<file path="src/rtl/weighted_semaphore_wait_queue_top_macros.svh">
// ----------------------------------------------------------------------------
// Assertion macros for the weighted semaphore wait queue
// Each macro expands to a labeled concurrent assertion in simulation and to
// nothing when SYNTH is defined.
// ----------------------------------------------------------------------------
`ifndef WEIGHTED_SEMAPHORE_WAIT_QUEUE_TOP_MACROS_SVH
`define WEIGHTED_SEMAPHORE_WAIT_QUEUE_TOP_MACROS_SVH

`ifndef SYNTH
// checked only while out of reset
`define WSQ_ASSERT(lbl, clk, rst_n, prop) \
    lbl: assert property (@(posedge clk) disable iff (!rst_n) prop) \
        else $error("wsq assertion failed");
// checked at every edge, reset included
`define WSQ_ASSERT_ALWAYS(lbl, clk, prop) \
    lbl: assert property (@(posedge clk) prop) \
        else $error("wsq assertion failed");
`else
`define WSQ_ASSERT(lbl, clk, rst_n, prop)
`define WSQ_ASSERT_ALWAYS(lbl, clk, prop)
`endif

`endif

</file>
<file path="src/rtl/wsq_pkg.sv">
// ----------------------------------------------------------------------------
// wsq_pkg
// Types, constants and helpers shared by the semaphore wait queue modules.
// ----------------------------------------------------------------------------
package wsq_pkg;

    localparam int QUEUE_DEPTH = 16;
    localparam int IDX_W       = $clog2(QUEUE_DEPTH);
    localparam int CAP_W       = 5;
    localparam int CMP_W       = (IDX_W + 1 > CAP_W) ? IDX_W + 1 : CAP_W;
    localparam int CAP_RESET   = (QUEUE_DEPTH < 16) ? QUEUE_DEPTH : 16;
    localparam int TASK_W      = 4;
    localparam int AMT_W       = 8;
    localparam int CNT_W       = 16;
    localparam int INIT_W      = 15;
    localparam int CFG_IDX_W   = 1;
    localparam int CFG_DATA_W  = 15;

    localparam logic [CFG_IDX_W-1:0] REG_INITIAL_COUNT  = 1'b0;
    localparam logic [CFG_IDX_W-1:0] REG_QUEUE_CAPACITY = 1'b1;

    typedef enum logic [2:0] {
        ST_GRANTED = 3'd0,
        ST_BLOCKED = 3'd1,
        ST_FULL    = 3'd2,
        ST_NO_WAKE = 3'd3,
        ST_WOKE    = 3'd4
    } status_t;

    typedef enum logic {
        REQ_WAIT   = 1'b0,
        REQ_SIGNAL = 1'b1
    } req_type_t;

    typedef struct packed {
        logic              req_type;
        logic [TASK_W-1:0] task_id;
        logic [AMT_W-1:0]  amount;
    } req_t;

    typedef struct packed {
        status_t                  status;
        logic [TASK_W-1:0]        woken_task;
        logic signed [CNT_W-1:0]  count_now;
    } res_t;

    typedef struct packed {
        logic clear;
        logic cap_we;
        logic push;
        logic pop;
    } ring_ctrl_t;

    typedef struct packed {
        logic              empty;
        logic              full;
        logic [TASK_W-1:0] front_task;
        logic [AMT_W-1:0]  front_amount;
    } ring_stat_t;

    function automatic logic [IDX_W-1:0] ring_next(
        input logic [IDX_W-1:0] idx,
        input logic [CAP_W-1:0] cap
    );
        logic [CMP_W-1:0] n;
        n = CMP_W'(idx) + CMP_W'(1);
        if (n >= CMP_W'(cap)) begin
            ring_next = '0;
        end else begin
            ring_next = n[IDX_W-1:0];
        end
    endfunction

    function automatic logic signed [CNT_W-1:0] sat_cnt(input logic signed [CNT_W:0] v);
        if (v[CNT_W] != v[CNT_W-1]) begin
            sat_cnt = v[CNT_W] ? {1'b1, {(CNT_W-1){1'b0}}} : {1'b0, {(CNT_W-1){1'b1}}};
        end else begin
            sat_cnt = v[CNT_W-1:0];
        end
    endfunction

endpackage

</file>
<file path="src/rtl/weighted_semaphore_wait_queue_top.sv">
// ----------------------------------------------------------------------------
// weighted_semaphore_wait_queue_top
// Weighted counting semaphore with a FIFO ring of blocked waiters.
// ----------------------------------------------------------------------------
// One request can be taken per clock cycle. A request accepted at a clock edge
// is held in the input register until the execute stage takes it, and its
// result is then presented from the result register. A result held by
// m_ready low stalls the execute stage, and s_ready drops once the input
// register also holds a request. The execute stage updates both counts and
// the ring pointers as it takes each request, so back-to-back requests see
// each other's effects. A wait
// lowers the count and blocks into the ring when it goes negative (status
// full when the ring has no room); a signal raises both counts and wakes the
// front waiter when the free amount covers it. Counts saturate at 16 bits.
// Writing either config register reloads both counts from initial_count and
// empties the ring; write only while no request is in flight.
// ----------------------------------------------------------------------------
`include "weighted_semaphore_wait_queue_top_macros.svh"

module weighted_semaphore_wait_queue_top import wsq_pkg::*; (
    input  logic                   aclk,
    input  logic                   aresetn,
    input  logic                   s_valid,
    output logic                   s_ready,
    input  req_t                   s_req,
    output logic                   m_valid,
    input  logic                   m_ready,
    output res_t                   m_res,
    input  logic                   cfg_we,
    input  logic [CFG_IDX_W-1:0]   cfg_index,
    input  logic [CFG_DATA_W-1:0]  cfg_wdata
);

    logic                    req_valid;
    req_t                    req;
    logic                    fire;
    ring_ctrl_t              ring_ctrl;
    ring_stat_t              ring_stat;

    logic [INIT_W-1:0]       init_reg;
    logic [INIT_W-1:0]       init_next;
    logic signed [CNT_W-1:0] sem_reg;
    logic signed [CNT_W-1:0] sem_next;
    logic signed [CNT_W-1:0] free_reg;
    logic signed [CNT_W-1:0] free_next;
    logic                    m_valid_reg;
    logic                    m_valid_next;
    res_t                    res_reg;
    res_t                    res_next;

    logic signed [CNT_W:0]   amt_ext;
    logic signed [CNT_W:0]   need_ext;
    logic signed [CNT_W-1:0] sem_lowered;
    logic signed [CNT_W-1:0] sem_raised;
    logic signed [CNT_W-1:0] free_lowered;
    logic signed [CNT_W-1:0] free_raised;
    logic signed [CNT_W-1:0] free_popped;
    logic                    can_wake;
    logic                    reload;

    wsq_in_reg u_in_reg (
        .aclk      (aclk),
        .aresetn   (aresetn),
        .s_valid   (s_valid),
        .s_ready   (s_ready),
        .s_req     (s_req),
        .take      (fire),
        .req_valid (req_valid),
        .req       (req)
    );

    wsq_ring u_ring (
        .aclk        (aclk),
        .aresetn     (aresetn),
        .ctrl        (ring_ctrl),
        .cap_wdata   (cfg_wdata[CAP_W-1:0]),
        .push_task   (req.task_id),
        .push_amount (req.amount),
        .stat        (ring_stat)
    );

    assign fire   = req_valid && (!m_valid_reg || m_ready);
    assign reload = cfg_we && (cfg_index == REG_INITIAL_COUNT || cfg_index == REG_QUEUE_CAPACITY);

    assign amt_ext      = signed'({{(CNT_W + 1 - AMT_W){1'b0}}, req.amount});
    assign need_ext     = signed'({{(CNT_W + 1 - AMT_W){1'b0}}, ring_stat.front_amount});
    assign sem_lowered  = sat_cnt({sem_reg[CNT_W-1], sem_reg} - amt_ext);
    assign sem_raised   = sat_cnt({sem_reg[CNT_W-1], sem_reg} + amt_ext);
    assign free_lowered = sat_cnt({free_reg[CNT_W-1], free_reg} - amt_ext);
    assign free_raised  = sat_cnt({free_reg[CNT_W-1], free_reg} + amt_ext);
    assign free_popped  = sat_cnt({free_raised[CNT_W-1], free_raised} - need_ext);
    // task ids are 4 bits wide, so every front entry names a valid task
    assign can_wake     = !ring_stat.empty &&
                          (signed'({free_raised[CNT_W-1], free_raised}) >= need_ext);

    always_comb begin
        init_next           = init_reg;
        sem_next            = sem_reg;
        free_next           = free_reg;
        ring_ctrl           = '0;
        res_next            = res_reg;
        m_valid_next        = m_valid_reg;

        if (m_valid_reg && m_ready) begin
            m_valid_next = 1'b0;
        end

        if (reload) begin
            ring_ctrl.clear  = 1'b1;
            ring_ctrl.cap_we = (cfg_index == REG_QUEUE_CAPACITY);
            if (cfg_index == REG_INITIAL_COUNT) begin
                init_next = cfg_wdata[INIT_W-1:0];
            end
            sem_next  = signed'({{(CNT_W - INIT_W){1'b0}}, init_next});
            free_next = signed'({{(CNT_W - INIT_W){1'b0}}, init_next});
        end else if (fire) begin
            m_valid_next        = 1'b1;
            res_next.woken_task = '0;
            if (req.req_type == REQ_WAIT) begin
                if (sem_lowered[CNT_W-1]) begin
                    if (ring_stat.full) begin
                        res_next.status = ST_FULL;
                    end else begin
                        sem_next        = sem_lowered;
                        ring_ctrl.push  = 1'b1;
                        res_next.status = ST_BLOCKED;
                    end
                end else begin
                    sem_next        = sem_lowered;
                    free_next       = free_lowered;
                    res_next.status = ST_GRANTED;
                end
            end else begin
                sem_next = sem_raised;
                if (can_wake) begin
                    ring_ctrl.pop       = 1'b1;
                    free_next           = free_popped;
                    res_next.woken_task = ring_stat.front_task;
                    res_next.status     = ST_WOKE;
                end else begin
                    free_next       = free_raised;
                    res_next.status = ST_NO_WAKE;
                end
            end
            res_next.count_now = sem_next;
        end
    end

    always_ff @(posedge aclk) begin
        if (!aresetn) begin
            init_reg    <= '0;
            sem_reg     <= '0;
            free_reg    <= '0;
            m_valid_reg <= 1'b0;
        end else begin
            init_reg    <= init_next;
            sem_reg     <= sem_next;
            free_reg    <= free_next;
            m_valid_reg <= m_valid_next;
        end
    end

    always_ff @(posedge aclk) begin
        res_reg <= res_next;
    end

    assign m_valid = m_valid_reg;
    assign m_res   = res_reg;

    `WSQ_ASSERT(a_woken_zero, aclk, aresetn, (m_valid && m_res.status != ST_WOKE) |-> (m_res.woken_task == '0))
    `WSQ_ASSERT(a_granted_nonneg, aclk, aresetn, (m_valid && m_res.status == ST_GRANTED) |-> !m_res.count_now[CNT_W-1])
    `WSQ_ASSERT(a_blocked_neg, aclk, aresetn, (m_valid && m_res.status == ST_BLOCKED) |-> m_res.count_now[CNT_W-1])
    `WSQ_ASSERT_ALWAYS(a_reset_idle, aclk, !aresetn |=> !m_valid)

endmodule

</file>
<file path="src/rtl/wsq_in_reg.sv">
// ----------------------------------------------------------------------------
// wsq_in_reg
// Input register: holds one request until the execute stage takes it.
// ----------------------------------------------------------------------------
module wsq_in_reg import wsq_pkg::*; (
    input  logic aclk,
    input  logic aresetn,
    input  logic s_valid,
    output logic s_ready,
    input  req_t s_req,
    input  logic take,
    output logic req_valid,
    output req_t req
);

    logic valid_reg;
    logic valid_next;
    req_t req_reg;

    assign s_ready = !valid_reg || take;

    always_comb begin
        valid_next = valid_reg;
        if (s_valid && s_ready) begin
            valid_next = 1'b1;
        end else if (take) begin
            valid_next = 1'b0;
        end
    end

    always_ff @(posedge aclk) begin
        if (!aresetn) begin
            valid_reg <= 1'b0;
        end else begin
            valid_reg <= valid_next;
        end
    end

    always_ff @(posedge aclk) begin
        if (s_valid && s_ready) begin
            req_reg <= s_req;
        end
    end

    assign req_valid = valid_reg;
    assign req       = req_reg;

endmodule

</file>
<file path="src/rtl/wsq_ring.sv">
// ----------------------------------------------------------------------------
// wsq_ring
// Ring of waiting tasks: entry storage, head/tail pointers and capacity.
// ----------------------------------------------------------------------------
`include "weighted_semaphore_wait_queue_top_macros.svh"

module wsq_ring import wsq_pkg::*; (
    input  logic                  aclk,
    input  logic                  aresetn,
    input  ring_ctrl_t            ctrl,
    input  logic [CAP_W-1:0]      cap_wdata,
    input  logic [TASK_W-1:0]     push_task,
    input  logic [AMT_W-1:0]      push_amount,
    output ring_stat_t            stat
);

    logic [TASK_W-1:0] waiter_task_reg   [QUEUE_DEPTH];
    logic [AMT_W-1:0]  waiter_amount_reg [QUEUE_DEPTH];
    logic [IDX_W-1:0]  head_reg;
    logic [IDX_W-1:0]  head_next;
    logic [IDX_W-1:0]  tail_reg;
    logic [IDX_W-1:0]  tail_next;
    logic [CAP_W-1:0]  cap_reg;
    logic [CAP_W-1:0]  cap_next;
    logic [IDX_W-1:0]  tail_adv;

    assign tail_adv = ring_next(tail_reg, cap_reg);

    always_comb begin
        cap_next = cap_reg;
        if (ctrl.cap_we) begin
            if (cap_wdata < CAP_W'(2)) begin
                cap_next = CAP_W'(2);
            end else if (CMP_W'(cap_wdata) > CMP_W'(QUEUE_DEPTH)) begin
                cap_next = CAP_W'(QUEUE_DEPTH);
            end else begin
                cap_next = cap_wdata;
            end
        end
    end

    always_comb begin
        head_next = head_reg;
        tail_next = tail_reg;
        if (ctrl.clear) begin
            head_next = '0;
            tail_next = '0;
        end else begin
            if (ctrl.push) begin
                tail_next = tail_adv;
            end
            if (ctrl.pop) begin
                head_next = ring_next(head_reg, cap_reg);
            end
        end
    end

    always_ff @(posedge aclk) begin
        if (!aresetn) begin
            head_reg <= '0;
            tail_reg <= '0;
            cap_reg  <= CAP_W'(CAP_RESET);
        end else begin
            head_reg <= head_next;
            tail_reg <= tail_next;
            cap_reg  <= cap_next;
        end
    end

    always_ff @(posedge aclk) begin
        if (ctrl.push && !ctrl.clear) begin
            waiter_task_reg[tail_reg]   <= push_task;
            waiter_amount_reg[tail_reg] <= push_amount;
        end
    end

    assign stat.empty        = (head_reg == tail_reg);
    assign stat.full         = (tail_adv == head_reg);
    assign stat.front_task   = waiter_task_reg[head_reg];
    assign stat.front_amount = waiter_amount_reg[head_reg];

    `WSQ_ASSERT(a_push_pop_excl, aclk, aresetn, !(ctrl.push && ctrl.pop))
    `WSQ_ASSERT(a_no_push_full, aclk, aresetn, ctrl.push |-> !stat.full)
    `WSQ_ASSERT(a_no_pop_empty, aclk, aresetn, ctrl.pop |-> !stat.empty)
    `WSQ_ASSERT(a_clear_empties, aclk, aresetn, ctrl.clear |=> stat.empty)
    `WSQ_ASSERT(a_ptr_in_range, aclk, aresetn, (CMP_W'(tail_reg) < CMP_W'(cap_reg)) && (CMP_W'(head_reg) < CMP_W'(cap_reg)))

endmodule
</file>
<file path="config.mk">
export PLATFORM = sky130hd
export DESIGN_NAME = weighted_semaphore_wait_queue_top
export DESIGN_NICKNAME = d
export VERILOG_FILES = /design/src/rtl/wsq_pkg.sv /design/src/rtl/weighted_semaphore_wait_queue_top.sv /design/src/rtl/wsq_in_reg.sv /design/src/rtl/wsq_ring.sv
export VERILOG_INCLUDE_DIRS = /design/src /design/src/rtl
export SDC_FILE = /design/constraint.sdc
export NUM_CORES = 1
export LEC_CHECK = 0
export ABC_AREA = 1
export BUFFER_PORTS_ARGS = -buffer_cell sky130_fd_sc_hd__buf_2
export CORE_UTILIZATION = 30
export DETAILED_ROUTE_END_ITERATION = 8
export PLACE_DENSITY = 0.52
export RECOVER_POWER = 25
export SYNTH_ARGS = -nofsm -noshare
export SYNTH_HDL_FRONTEND = slang
export SYNTH_HIERARCHICAL = 1
export SYNTH_SLANG_ARGS = --single-unit
</file>
<file path="constraint.sdc">
create_clock -name aclk -period 6.29 [get_ports aclk]
set_clock_uncertainty 0.05 [all_clocks]
set_input_delay 0.629 -clock aclk [delete_from_list [all_inputs] [get_ports aclk]]
set_output_delay 0.629 -clock aclk [all_outputs]
set_load 0.02 [all_outputs]
</file>
==> results.json <==
{
  "run_status": "completed",
  "cts_tree": "done",
  "hpwl_um": 33300,
  "io_buffers": 58,
  "ios": 59,
  "path_clk_slew_ns": 0.06,
  "synth_enable_flop_cells": 228,
  "num_vias": 13080,
  "final_cell_mix": "356 x nand2_1, 269 x inv_1, 228 x edfxtp_1, 166 x nand3_1, 147 x o21ai_0",
  "power.switching_mw": 1.61,
  "power_density_mw_per_mm2": 276,
  "cts_max_path_buffers": 3,
  "syn_nets": 2022,
  "routed.top_layer": "met4",
  "core_mm2": 0.0551,
  "syn_area_mm2": 0.0167,
  "cts_resized": 0,
  "critPathLaunch": "u_in_reg/req[5]",
  "fin_crit_ns": 5.64,
  "worst_pin_slew_ns": 1.08,
  "fin_tns_setup_ns": 0,
  "yosys_warnings": 6,
  "die_x_um": 238,
  "clk_latency_ns": 0.56,
  "rsz0062_at_grt": "no",
  "routabilityCongestion": 0.892,
  "path_max_fanout": 18,
  "cts_setup_buffers": 0,
  "reg2reg_from": "u_in_reg/req[5]",
  "wl_met2_um": 21900,
  "synth-async-reset-ratio": 0,
  "wire_per_inst_um": 17.2,
  "wl_met1_um": 21900,
  "cp-end-kind": "flop",
  "crit_slowest_cell": "ha_1",
  "grt_max_degree": 73,
  "first_pass_iters": 5,
  "setup_viol": 0,
  "drv_slew": 0,
  "fin_nets": 2064,
  "drive_above_1_share": 0.132,
  "drc": 0,
  "drtIter0Drc": 914,
  "ir_worst_vdd_v": 0.000171,
  "path_common_cell": "nand2_1",
  "hold_buffers": 0,
  "cts_made_buffers": 35,
  "die_h_um": 238,
  "finalWirelength_um": 47100,
  "power.static_leakage_nw": 7.63,
  "syn_inst": 1927,
  "ant_nets": 0,
  "ys_types": 49,
  "startpoint_type": "flop",
  "worst-setup-path-type": "flop to flop",
  "rows": 86,
  "met3_wirelength_um": 1860,
  "grt_pass1_vias": 12866,
  "ys.flop_type": "edfxtp_1",
  "clock_power_share": 0.361,
  "clockRootBuffer": "clkbuf_16",
  "h-tree-depth": 2,
  "pwr-share-seq": 0.425,
  "antenna_found_initial": 0,
  "seq_area_frac_synth": 0.488,
  "grt_pass1_wl_um": 73700,
  "postSynthAreaPerCell_um2": 8.69,
  "p_int_mw": 3.56,
  "final_common_cell": "nand2_1",
  "cpPeakStageDelay_ns": 0.46,
  "numClockSinks": 294,
  "fmax_ghz": 0.177,
  "period_share": 0.896,
  "hold_viol_final": 0,
  "start_util": 0.304,
  "avgViaCountPerCell": 4.77,
  "worstPathArrival_ns": 6.05,
  "grt-ovfl-total": 0,
  "synth-seq-cells": 294,
  "area_delta_synth_final_pct": 12.0,
  "p_comb_frac": 0.214,
  "cap_violations": 0,
  "grt_usage": 0.168,
  "n_fill_cell": 5729,
  "final_cells": 2745,
  "relSlewSlack": 0.278,
  "holdCritPathClass": "input port to flop",
  "dp.cells": 2680,
  "utilization": 0.341,
  "switching_share": 0.311,
  "dieArea_mm2": 0.0568,
  "cp.required_ns": 6.70,
  "hold_start": "s_req[8]",
  "largest_reg_flops": 128
}
-- power by group through the flow --
| stage | clock network (mW) | logic [mW] | registers [mW] |
|---|---|---|---|
| global placement | 0 | 1.10 | 2.24 |
| global route | 1.98 | 1.25 | 2.21 |
| floorplan | 0 | 0.827 | 2.24 |
| CTS | 1.92 | 1.11 | 2.20 |
| finish | 1.87 | 1.11 | 2.20 |
| detailed placement | 0 | 1.10 | 2.24 |
-- kinds of logic after synthesis --
logic type | after synthesis | synth area share
flip-flops | 294 | 0.488
AO/OA/AOI/OAI | 352 | 0.122
adder cells (fa/ha/maj) | 61 | 0.0478
buffers and inverters | 375 | 0.0967
AND/OR/NAND/NOR | 804 | 0.224
XOR/XNOR | 41 | 0.0219
-- worst paths after layout --
path                     endpoint  slack, ns  cells past startpoint
setup / recovery             flop       0.65                     33
hold / removal    u_in_reg/req[8]       0.20                      1
setup reg to reg             flop       0.65                     33
hold reg to reg      init_reg[13]       0.41                      2
-- routing by layer --
layer / vias to the layer above / track usage
met1: 6216 / 0.227
met4: 0 / 0.0604
met2: 264 / 0.275
met5: - / 0
li1: 6525 / -
met3: 75 / 0.0206
-- critical path, delay by kind of cell (launching register included) --
kind	cells	cell delay, ns
AND/OR/NAND/NOR	22	2.75
XOR/XNOR	1	0.16
buffers and inverters	4	0.50
AO/OA/AOI/OAI	3	0.60
flip-flops	1	0.34
adder cells (fa/ha/maj)	3	1.14
-- through the flow --
stage | total power, mW | setup slack [ns] | hold slack (ns) | cell area, µm²
2_1_floorplan | 3.07 | 1.14 | 0.379 | 16700
3_3_place_gp | 3.34 | 0.880 | 0.391 | 17700
3_5_place_dp | 3.34 | 0.685 | 0.395 | 17700
4_1_cts | 5.23 | 0.643 | 0.175 | 18800
5_1_grt | 5.44 | 0.00901 | 0.186 | 18800
6_report | 5.17 | 0.652 | 0.198 | 18800
-- cells in the mapped netlist (all sizes together) (25+ instances only) --
cell type	number	area share
nand2	400	0.099
inv	285	0.064
edfxtp	228	0.41
nand3	181	0.059
o21ai	157	0.047
nor2	150	0.039
a21oi	131	0.043
dfxtp	66	0.079
ha	56	0.042
buf	50	0.023
o211ai	50	0.026
xor2	38	0.020
clkbuf	37	0.0083
nor3	26	0.0081
nand4	25	0.011
-- layout make-up --
class                   count  area (µm²)  share of cell area
clock inverters            17         116             0.00620
inverters                 288        1090              0.0581
repair buffers             92         542              0.0289
well taps                 748         936              0.0499
diodes                      1        2.50            0.000133
clock buffers              47         921              0.0491
multi-input cells        1258        6980               0.372
flip-flops and latches    294        8180               0.436
Note: power is estimated with default switching activity, not from simulation.
